==> src/rtl/core/ptcf_pkg.sv <==
// shared widths, constants, types and helper functions of the point transform crop filter
package ptcf_pkg;

	// field widths and fixed-point formats
	localparam int COORD_BITS = 16;
	localparam int COEF_BITS  = 16;
	localparam int REG_W      = 48;
	localparam int TAN_W      = 16;
	localparam int TAN_FRAC   = 12;
	localparam int COLOR_W    = 8;
	localparam int MODE_W     = 3;
	localparam int CFG_IDX_W  = 3;

	// derived datapath widths
	localparam int KFRAC   = COEF_BITS - 2;
	localparam int PROD_W  = COORD_BITS + COEF_BITS;
	localparam int SUM_W   = PROD_W + 2;
	localparam int ROT_W   = SUM_W - KFRAC;
	localparam int BODY_W  = ROT_W + 1;
	localparam int MAG_W   = ROT_W;
	localparam int CROSS_W = TAN_W + MAG_W;

	// half an lsb for rounding the rotated sum
	localparam logic signed [SUM_W-1:0] RND_HALF = SUM_W'(longint'(1) << (KFRAC - 1));

	// saturation limits of the output coordinates
	localparam logic signed [BODY_W-1:0] COORD_MAX_B =
		BODY_W'((longint'(1) << (COORD_BITS - 1)) - 1);
	localparam logic signed [BODY_W-1:0] COORD_MIN_B =
		BODY_W'(-(longint'(1) << (COORD_BITS - 1)));

	// crop limits, 12 fraction bits
	localparam logic signed [BODY_W-1:0] LIM_015  = BODY_W'(614);
	localparam logic signed [BODY_W-1:0] LIM_005  = BODY_W'(205);
	localparam logic signed [BODY_W-1:0] LIM_N005 = BODY_W'(-205);
	localparam logic signed [BODY_W-1:0] LIM_050  = BODY_W'(2048);
	localparam logic signed [BODY_W-1:0] LIM_N050 = BODY_W'(-2048);
	localparam logic signed [BODY_W-1:0] LIM_035  = BODY_W'(1434);
	localparam logic signed [BODY_W-1:0] LIM_N035 = BODY_W'(-1434);
	localparam logic signed [BODY_W-1:0] LIM_010  = BODY_W'(410);
	localparam logic signed [BODY_W-1:0] LIM_N010 = BODY_W'(-410);
	localparam logic signed [BODY_W-1:0] LIM_080  = BODY_W'(3277);
	localparam logic signed [BODY_W-1:0] LIM_N080 = BODY_W'(-3277);

	// tangent of 40 degrees, Q4.12
	localparam logic [TAN_W-1:0] TAN40 = TAN_W'(3437);

	// crop rule codes
	localparam logic [MODE_W-1:0] MODE_FRONT     = MODE_W'(1);
	localparam logic [MODE_W-1:0] MODE_CHIN      = MODE_W'(2);
	localparam logic [MODE_W-1:0] MODE_LEFT      = MODE_W'(3);
	localparam logic [MODE_W-1:0] MODE_RIGHT     = MODE_W'(4);
	localparam logic [MODE_W-1:0] MODE_REAR_DOWN = MODE_W'(5);
	localparam logic [MODE_W-1:0] MODE_RESET     = MODE_FRONT;

	// register indexes of the config port
	typedef enum logic [CFG_IDX_W-1:0] {
		REG_MOUNT_MODE = 3'd0,
		REG_ROT_ROW_X  = 3'd1,
		REG_ROT_ROW_Y  = 3'd2,
		REG_ROT_ROW_Z  = 3'd3,
		REG_OFFSET_XYZ = 3'd4,
		REG_TAN_SIDE   = 3'd5,
		REG_TAN_BACK   = 3'd6
	} cfg_reg_t;

	// configuration register set
	typedef struct packed {
		logic [MODE_W-1:0] mode;
		logic [REG_W-1:0]  rot_x;
		logic [REG_W-1:0]  rot_y;
		logic [REG_W-1:0]  rot_z;
		logic [REG_W-1:0]  offset;
		logic [TAN_W-1:0]  tan_side;
		logic [TAN_W-1:0]  tan_back;
	} cfg_t;

	// rotated point with its colour
	typedef struct packed {
		logic signed [ROT_W-1:0] px;
		logic signed [ROT_W-1:0] py;
		logic signed [ROT_W-1:0] pz;
		logic [COLOR_W-1:0]      blue;
		logic [COLOR_W-1:0]      green;
		logic [COLOR_W-1:0]      red;
	} rot_pt_t;

	// signed coefficient k of a packed row, zero above the register
	function automatic logic signed [COEF_BITS-1:0] coef_field(
		input logic [REG_W-1:0] row, input int k);
		logic [REG_W+COEF_BITS-1:0] wide;
		wide = {{COEF_BITS{1'b0}}, row} >> (k * COEF_BITS);
		if (k * COEF_BITS >= REG_W) begin
			return '0;
		end
		return $signed(wide[COEF_BITS-1:0]);
	endfunction

	// signed coordinate k of the packed offset, zero above the register
	function automatic logic signed [COORD_BITS-1:0] coord_field(
		input logic [REG_W-1:0] row, input int k);
		logic [REG_W+COORD_BITS-1:0] wide;
		wide = {{COORD_BITS{1'b0}}, row} >> (k * COORD_BITS);
		if (k * COORD_BITS >= REG_W) begin
			return '0;
		end
		return $signed(wide[COORD_BITS-1:0]);
	endfunction

	// magnitude of a rotated coordinate
	function automatic logic [MAG_W-1:0] mag_rot(input logic signed [ROT_W-1:0] v);
		logic signed [ROT_W-1:0] neg;
		neg = -v;
		return v[ROT_W-1] ? MAG_W'(neg) : MAG_W'(v);
	endfunction

	// tangent times magnitude
	function automatic logic [CROSS_W-1:0] tan_mul(
		input logic [TAN_W-1:0] t, input logic [MAG_W-1:0] m);
		return {{MAG_W{1'b0}}, t} * {{TAN_W{1'b0}}, m};
	endfunction

	// |num / den| < t as |num| * 4096 < t * |den|, never true for zero den
	function automatic logic below(input logic [MAG_W-1:0] num,
		input logic [MAG_W-1:0] den, input logic [CROSS_W-1:0] prod);
		logic [CROSS_W-1:0] lhs;
		lhs = {{(TAN_W - TAN_FRAC){1'b0}}, num, {TAN_FRAC{1'b0}}};
		return (den != '0) && (lhs < prod);
	endfunction

	// saturate a body coordinate to the output range
	function automatic logic signed [COORD_BITS-1:0] sat_coord(
		input logic signed [BODY_W-1:0] v);
		if (v > COORD_MAX_B) begin
			return COORD_MAX_B[COORD_BITS-1:0];
		end
		if (v < COORD_MIN_B) begin
			return COORD_MIN_B[COORD_BITS-1:0];
		end
		return v[COORD_BITS-1:0];
	endfunction

endpackage

==> src/rtl/core/ptcf_crop.sv <==
// crop stages: offset and cross products, then rule check and output register
module ptcf_crop (
	input  logic                                   clk,
	input  logic                                   arst_n,
	input  ptcf_pkg::cfg_t                         cfg,
	input  logic                                   i_valid,
	output logic                                   i_ready,
	input  ptcf_pkg::rot_pt_t                      i_pt,
	output logic                                   out_valid,
	input  logic                                   out_ready,
	output logic signed [ptcf_pkg::COORD_BITS-1:0] body_x,
	output logic signed [ptcf_pkg::COORD_BITS-1:0] body_y,
	output logic signed [ptcf_pkg::COORD_BITS-1:0] body_z,
	output logic        [ptcf_pkg::COLOR_W-1:0]    red,
	output logic        [ptcf_pkg::COLOR_W-1:0]    green,
	output logic        [ptcf_pkg::COLOR_W-1:0]    blue
);
	import ptcf_pkg::*;

	logic                         v_s3, v_s4;
	logic                         en_s3, en_s4;
	logic [MAG_W-1:0]             mag_x, mag_y, mag_z;
	logic signed [ROT_W-1:0]      px_s3, py_s3;
	logic [MAG_W-1:0]             mpx_s3, mpy_s3, mpz_s3;
	logic signed [BODY_W-1:0]     bx_s3, by_s3, bz_s3;
	logic [CROSS_W-1:0]           k40_px_s3, k40_py_s3, side_px_s3, side_py_s3, back_px_s3;
	logic [COLOR_W-1:0]           blue_s3, green_s3, red_s3;
	logic                         keep;
	logic                         pass_mode;
	logic signed [COORD_BITS-1:0] bx_s4, by_s4, bz_s4;
	logic [COLOR_W-1:0]           blue_s4, green_s4, red_s4;

	// stage enables
	assign en_s4   = !v_s4 || out_ready;
	assign en_s3   = !v_s3 || en_s4;
	assign i_ready = en_s3;

	assign mag_x = mag_rot(i_pt.px);
	assign mag_y = mag_rot(i_pt.py);
	assign mag_z = mag_rot(i_pt.pz);

	// crop rule of the current mode
	always_comb begin
		case (cfg.mode)
			MODE_FRONT: begin
				keep = !(bz_s3 > LIM_015 || px_s3 < LIM_005 ||
					below(mpx_s3, mpy_s3, k40_py_s3) ||
					!(py_s3 < LIM_050 && py_s3 > LIM_N050));
			end
			MODE_CHIN: begin
				keep = !(below(mpz_s3, mpx_s3, side_px_s3) ||
					below(mpz_s3, mpy_s3, side_py_s3) ||
					(below(mpz_s3, mpx_s3, back_px_s3) && px_s3[ROT_W-1]));
			end
			MODE_LEFT: begin
				keep = !(bz_s3 > LIM_015 || below(mpy_s3, mpx_s3, k40_px_s3) ||
					!(py_s3 > LIM_010 && px_s3 < LIM_035 && px_s3 > LIM_N035));
			end
			MODE_RIGHT: begin
				keep = !(bz_s3 > LIM_015 || below(mpy_s3, mpx_s3, k40_px_s3) ||
					!(py_s3 < LIM_N010 && px_s3 < LIM_035 && px_s3 > LIM_N035));
			end
			MODE_REAR_DOWN: begin
				keep = !(below(mpz_s3, mpy_s3, side_py_s3) ||
					below(mpz_s3, mpx_s3, side_px_s3) ||
					!(bz_s3 < LIM_N005 && by_s3 >= LIM_N035 && by_s3 <= LIM_035 &&
					  bx_s3 < LIM_080 && bx_s3 > LIM_N080));
			end
			default: begin
				keep = 1'b1;
			end
		endcase
	end

	// modes without a crop rule
	assign pass_mode = !(cfg.mode == MODE_FRONT || cfg.mode == MODE_CHIN ||
		cfg.mode == MODE_LEFT || cfg.mode == MODE_RIGHT ||
		cfg.mode == MODE_REAR_DOWN);

	// valid bits, dropped points leave a bubble
	always_ff @(posedge clk or negedge arst_n) begin
		if (!arst_n) begin
			v_s3 <= 1'b0;
			v_s4 <= 1'b0;
		end else begin
			if (en_s3) begin
				v_s3 <= i_valid;
			end
			if (en_s4) begin
				v_s4 <= v_s3 && keep;
			end
		end
	end

	// stage 3: body point, magnitudes and cross products
	always_ff @(posedge clk) begin
		if (en_s3) begin
			px_s3      <= i_pt.px;
			py_s3      <= i_pt.py;
			mpx_s3     <= mag_x;
			mpy_s3     <= mag_y;
			mpz_s3     <= mag_z;
			bx_s3      <= BODY_W'(i_pt.px) + BODY_W'(coord_field(cfg.offset, 0));
			by_s3      <= BODY_W'(i_pt.py) + BODY_W'(coord_field(cfg.offset, 1));
			bz_s3      <= BODY_W'(i_pt.pz) + BODY_W'(coord_field(cfg.offset, 2));
			k40_px_s3  <= tan_mul(TAN40, mag_x);
			k40_py_s3  <= tan_mul(TAN40, mag_y);
			side_px_s3 <= tan_mul(cfg.tan_side, mag_x);
			side_py_s3 <= tan_mul(cfg.tan_side, mag_y);
			back_px_s3 <= tan_mul(cfg.tan_back, mag_x);
			blue_s3    <= i_pt.blue;
			green_s3   <= i_pt.green;
			red_s3     <= i_pt.red;
		end
	end

	// stage 4: saturated output register
	always_ff @(posedge clk) begin
		if (en_s4) begin
			bx_s4    <= sat_coord(bx_s3);
			by_s4    <= sat_coord(by_s3);
			bz_s4    <= sat_coord(bz_s3);
			blue_s4  <= blue_s3;
			green_s4 <= green_s3;
			red_s4   <= red_s3;
		end
	end

	assign out_valid = v_s4;
	assign body_x    = bx_s4;
	assign body_y    = by_s4;
	assign body_z    = bz_s4;
	assign red       = red_s4;
	assign green     = green_s4;
	assign blue      = blue_s4;

	// request refused only with both stages occupied
	a_full_when_stalled: assert property (@(posedge clk) disable iff (!arst_n)
		!i_ready |-> v_s3 && v_s4)
		else $error("crop stalls with an empty stage");

	// unknown modes keep every point
	a_pass_all: assert property (@(posedge clk) disable iff (!arst_n)
		v_s3 && en_s4 && pass_mode |=> v_s4)
		else $error("point dropped in a pass-all mode");

	// rear-down never keeps a point at or above the height limit
	a_rear_height: assert property (@(posedge clk) disable iff (!arst_n)
		v_s3 && en_s4 && cfg.mode == MODE_REAR_DOWN && bz_s3 >= LIM_N005 |=> !v_s4)
		else $error("rear-down kept a high point");

endmodule

==> config.mk <==
export PLATFORM = sky130hd
export DESIGN_NAME = ptcf_crop
export DESIGN_NICKNAME = d
export VERILOG_FILES = /design/src/rtl/core/ptcf_pkg.sv /design/src/rtl/core/ptcf_crop.sv
export SDC_FILE = /design/constraint.sdc
export NUM_CORES = 2
export LEC_CHECK = 0
export ABC_AREA = 0
export BUFFER_PORTS_ARGS = -buffer_cell sky130_fd_sc_hd__buf_2
export CORE_MARGIN = 3
export CORE_UTILIZATION = 35
export CTS_CLUSTER_DIAMETER = 40
export DETAILED_ROUTE_END_ITERATION = 8
export GPL_ROUTABILITY_DRIVEN = 0
export HOLD_SLACK_MARGIN = 0.1
export PLACE_DENSITY_LB_ADDON = 0.15
export SLEW_MARGIN = 25
export SYNTH_ARGS = -nofsm -noshare
export SYNTH_HDL_FRONTEND = slang
export SYNTH_SLANG_ARGS = --single-unit
==> constraint.sdc <==
create_clock -name clk -period 27.6 [get_ports clk]
set_input_delay 5.52 -clock clk [delete_from_list [all_inputs] [get_ports clk]]
set_output_delay 5.52 -clock clk [all_outputs]
set_load 0.005 [all_outputs]
## Word-level counts from Yosys, hierarchy flattened

Cells that the tools add are included.

| storage, ports and cells | value |
|---|---|
| register bits after elaboration | 433 |
| bits of input ports | 315 |
| output and inout port bits | 74 |
| logic and storage cells | 136 |

| operators by class | value |
|---|---|
| add/subtract/negate cells | 6 |
| multiply operators | 5 |
| magnitude comparators | 24 |
| equal/unequal tests | 5 |
| multiplexer cells | 31 |
| reduce and logical (&&, ||, !) cells | 40 |

Operators with widths:

| cell | count |
|---|---|
| two-way mux 16 bit | 12 |
| < comparator 32 x 36 -> 1 bit | 3 |
| multiplier 16 x 20 -> 36 bit | 3 |
| < comparator 32 bit | 2 |
| multiplier 12 x 20 -> 32 bit (first input constant) | 2 |
| adder 20 x 16 -> 21 bit | 3 |
| > comparator 21 x 16 -> 1 bit (second input constant) | 3 |
| < comparator 21 x 16 -> 1 bit (second input constant) | 3 |
| negator 20 bit | 3 |
| > comparator 20 x 12 -> 1 bit (second input constant) | 2 |
| two-way mux 20 bit | 2 |
| nonzero test 20 bit | 2 |
| >= comparator 21 x 12 -> 1 bit (second input constant) | 1 |
| > comparator 21 x 11 -> 1 bit (second input constant) | 1 |
| > comparator 21 x 13 -> 1 bit (second input constant) | 1 |
| less-or-equal comparator 21 x 12 -> 1 bit (second input constant) | 1 |
| < comparator 21 x 13 -> 1 bit (second input constant) | 1 |
| < comparator 21 x 9 -> 1 bit (second input constant) | 1 |
| > comparator 20 x 10 -> 1 bit (second input constant) | 1 |
| < comparator 20 x 10 -> 1 bit (second input constant) | 1 |
| < comparator 20 x 12 -> 1 bit (second input constant) | 1 |
| < comparator 20 x 13 -> 1 bit (second input constant) | 1 |
| < comparator 20 x 9 -> 1 bit (second input constant) | 1 |
| two-way mux 19 bit | 1 |
| 8 further kinds | 59 |

## Longest topological paths before layout

| logic depth | value |
|---|---|
| word-level depth | 10 |
| gate-level depth with buffers | 32 |
| depth with buffers taken out | 30 |

## Worst setup path before layout

OpenSTA, ideal clock, no wires.

| path | value |
|---|---|
| kind | input port to output port |
| start point | input port out_ready |
| end point | output port i_ready |
| data arrival time | 13007 ps |
| required time | 22080 ps |
| path slack | 9073 ps |
| stages | 2 |
| buffers on the path | 0 |
| cell sequence | nor2b_1 > nand2_1 |

| on the way | value |
|---|---|
| longest elaborated chain between the ends | 2 |

RTL lines:

| item | RTL line | source |
|---|---|---|
| start: declaration | ptcf_crop.sv:10 | `input logic out_ready,` |
| logical OR 1 bit | ptcf_crop.sv:34 | `assign en_s4 = !v_s4 \|\| out_ready;` |
| logical OR 1 bit | ptcf_crop.sv:35 | `assign en_s3 = !v_s3 \|\| en_s4;` |
| end: declaration | ptcf_crop.sv:7 | `output logic i_ready,` |

No other way between the ends.

## Worst setup path in the final report

| path | value |
|---|---|
| start point | input port i_pt[64] (netlist bit) |
| end point | register back_px_s3[26], data pin |

| on the way | value |
|---|---|
| longest elaborated chain between the ends | 3 |

RTL lines:

| item | RTL line | source |
|---|---|---|
| start: declaration | ptcf_crop.sv:8 | `input ptcf_pkg::rot_pt_t i_pt,` |
| negator 20 bit | ptcf_pkg.sv:113 | `neg = -v;` |
| two-way mux 20 bit * | ptcf_pkg.sv:114 | `return v[ROT_W-1] ? MAG_W'(neg) : MAG_W'(v);` |
| multiplier 16 x 20 -> 36 bit * | ptcf_pkg.sv:120 | `return {{MAG_W{1'b0}}, t} * {{TAN_W{1'b0}}, m};` |
| end signal: assignment | ptcf_crop.sv:110 | `back_px_s3 <= tan_mul(cfg.tan_back, mag_x);` |
| end: declaration | ptcf_crop.sv:26 | `logic [CROSS_W-1:0] k40_px_s3, k40_py_s3, side_px_s3, side_py_s3, back_px_s3;` |

Mark *: on every way between the ends. The rest lies on a longest branch, timed or not.
A chain may end at the register's enable or synchronous reset.

==> reports/results.tsv <==
stage	metric	value	unit
finish	Area Growth Syn to Fin	11.1	%
detailed_routing	final wirelength	164000	um
setup_path	Critical Path Start Type	input pin	
global_route	total gr overflow	0	
clocking	Max clock buf depth	3	
synthesis	Post-synth EDFFs	425	
synthesis	post-synthesis register bit count	427	
die	core area	0.171	mm^2
setup_path	Worst R2R Setup Slack	23780	ps
detailed_routing	drt pass-1 iters	5	
setup_path	Worst path slowest cell	buf_4	
placement	placed instance area	0.0646	mm^2
hold_path	worst min path class	register to register	
timing	Hold Violations, Final	0	
detailed_routing	WL per Instance	19.1	um
run	MaxCap Viol Count	0	
detailed_routing	DR vias/cell	4.94	
die	row count	151	
timing	Fmax achieved	0.0730	GHz
clocking	CTS Hold Buffers Added	0	
clocking	Setup Fix Bufs, Post-CTS	0	
timing	RSZ-0062 raised after global routing	false	
hold_path	hold path endpoint	green[0]	
placement	DPL Wire Length	125000	um
die	Die Width	422	um
setup_path	Worst Path Max Fanout	37	
die	Vert. Die Dim	422	um
synthesis	Post-Syn Area per Cell	10.0	um^2
synthesis	Syn Std Cell Area	0.0605	mm^2
detailed_routing	vias post-DR	42400	
hold_path	worst hold start	green_s3[0]	
setup_path	Worst setup EP type	register	
global_route	Total GRT Usage	18.8	%
setup_path	Reg2Reg Depth	9	
setup_path	critical path required time	27980	ps
synthesis	Syn Nets	7988	
clocking	clk slew on worst S/H paths	60	ps
hold_path	hold path depth	0	
placement	I/O Buffers	244	
finish	Fill cells	17000	
timing	setup TNS	0	ps
finish	layout cells sized above 1	7.94	%
synthesis	Seq/Total Area, Yosys	21.2	%
global_route	first-pass GRT wire length	262000	um
finish	Final Cell Area	0.0672	mm^2
clocking	CTS buffer count	75	
clocking	Skew-Pair Late Insertion Delay	670	ps
synthesis	ys flop type	edfxtp_1	
clocking	htree depth	3	
setup_path	RR Endpoint	out_valid	
setup_path	worst path arrival time	14080	ps
setup_path	reg2reg start	bz_s3[0]	
synthesis	Yosys cell types	76	
clocking	Clock Tree Root	clkbuf_16	
detailed_routing	post-detailed-route count of antenna-violating nets	0	
setup_path	worst stage delay on the critical path	580	ps
timing	Max Slew Vio Count	0	
timing	count of final setup violators	0	
clocking	clock sink total	427	
global_route	vias in the first global route	45300	
clocking	CTS resizes	0	
die	initial core utilization	35.5	%
detailed_routing	DRT iter0 DRCs	2015	
global_route	largest net degree at the start of global routing	82	
clocking	TritonCTS clock tree	yes	
timing	Tcrit/Tclk final	49.6	%
synthesis	gate count of the mapped netlist	6040	
timing	Rel. slew slack	12.0	%
outcome	status	finished clean	
finish	Nets	8167	
detailed_routing	DRC viols	0	
die	die area	0.178	mm^2
timing	Tightest Pin Transition	1310	ps
timing	Worst Skew	22.1	ps
setup_path	Setup CP Type	input pin to register	
timing	Period minus WS final	13700	ps
die	I/O pin total	389	
global_route	antenna violations before repair	11	
synthesis	FFs w/ async S/R, synth	0.468	%
synthesis	Ys Warns	0	
## cell usage in the layout (no fill, tap or decap), types with 10 or more instances in the layout
master	n
a211oi_1	27
a21boi_0	12
a21o_1	128
a21oi_1	170
a31oi_1	14
and2_1	440
and3_1	25
buf_2	243
buf_4	61
clkbuf_16	75
edfxtp_1	425
fa_1	953
ha_1	680
inv_1	1223
inv_6	11
nand2_1	678
nand2b_1	28
nand3_1	66
nand4_1	33
nor2_1	153
nor2b_1	29
nor3_1	74
nor4_1	35
o211ai_1	27
o21a_1	45
o21ai_0	100
o21bai_1	21
o31ai_1	30
or2_2	11
or3_1	17
or4_1	10
xnor2_1	149
xnor2_2	30
xor2_1	45
## worst max path at each step
stage | cells past startpoint | slack [ps] | start | end
after floorplan | 2 | 9070 | out_ready | i_ready
after global placement | 29 | 13180 | i_pt[64] | side_px_s3[24]
after detailed placement | 29 | 13190 | i_pt[64] | side_px_s3[34]
after CTS | 29 | 13880 | i_pt[64] | side_px_s3[34]
after global routing | 30 | 13280 | i_pt[64] | side_px_s3[34]
final | 31 | 13900 | i_pt[64] | back_px_s3[26]
## per-stage QoR
| stage | hold WS [ps] | worst slack (ps) | std cells | util, % |
|---|---|---|---|---|
| 3_5_place_dp | 406 | 13190 | 8437 | 37.9 |
| 5_1_grt | 427 | 13280 | 8578 | 39.4 |
| 3_3_place_gp | 400 | 13180 | 8437 | 37.9 |
| 4_1_cts | 414 | 13880 | 8576 | 39.4 |
| 2_1_floorplan | 400 | 9070 | 6040 | - |
| 6_report | 412 | 13900 | 8582 | 39.4 |
## critical path: cells and delay by family
kind / cells / cell delay [ps]
adder cells (fa/ha/maj): 8 / 3580
buffers and inverters: 9 / 1280
AO/OA/AOI/OAI: 7 / 2330
XOR/XNOR: 1 / 190
AND/OR/NAND/NOR: 6 / 1090
## routing by layer
layer / global-route usage, % / wire [um]
met5: 0 / 11
met4: 5.29 / 4290
met3: 1.90 / 6720
met2: 31.9 / 79100
met1: 25.6 / 74000
## flip-flops by register name, indices dropped and copies added (netlist names), 8 cells and up
register and flops:
back_px_s3 36, blue 8, blue_s3 8, body_x 16
body_y 16, body_z 16, bx_s3 21, by_s3 21
bz_s3 21, green 8, green_s3 8, k40_px_s3 30
k40_py_s3 30, mpx_s3 19, mpy_s3 19, mpz_s3 20
px_s3 20, py_s3 20, red 8, red_s3 8
side_px_s3 36, side_py_s3 36
## cells by family (layout without fill, tap and decap cells)
| kind of cell | Yosys count | after routing | share of synthesized area [%] |
|---|---|---|---|
| xor gates and xnor gates | 228 | 228 | 3.30 |
| AOI/OAI and AO/OA | 687 | 687 | 7.67 |
| muxes | 1 | 1 | 0.0165 |
| buffers and inverters | 1428 | 1669 | 8.88 |
| DFF | 427 | 427 | 21.2 |
| other | 0 | 6 | 0 |
| and+or+nand+nor | 1636 | 1636 | 13.4 |
| adders and majority gates | 1633 | 1633 | 45.6 |
## area by class of cell
| class | instances | area, um^2 | area share (%) |
|---|---|---|---|
| tap | 2295 | 2870 | 4.27 |
| clock buffer | 82 | 1900 | 2.83 |
| antenna | 6 | 15.0 | 0.0223 |
| multi-input combinational | 4185 | 42600 | 63.4 |
| timing repair buffer | 306 | 1700 | 2.52 |
| inverter | 1224 | 4600 | 6.83 |
| clock inverter | 57 | 706 | 1.05 |
| sequential | 427 | 12800 | 19.1 |
## Yosys cell counts, drive strengths merged (36+ instances only)
| cell | number | share of area, % |
|---|---|---|
| a21o | 128 | 1.6 |
| a21oi | 170 | 1.4 |
| and2 | 440 | 4.5 |
| clkbuf | 201 | 1.2 |
| edfxtp | 425 | 21 |
| fa | 953 | 32 |
| ha | 680 | 14 |
| inv | 1224 | 7.6 |
| nand2 | 679 | 4.2 |
| nand3 | 66 | 0.55 |
| nor2 | 153 | 0.95 |
| nor3 | 74 | 0.61 |
| nor4 | 36 | 0.37 |
| o21a | 45 | 0.56 |
| o21ai | 104 | 0.86 |
| xnor2 | 179 | 2.6 |
| xor2 | 49 | 0.71 |
Power is left out: the tool's default activity adds up to more than one toggle a clock period on the data nets, which glitch-free logic cannot reach.
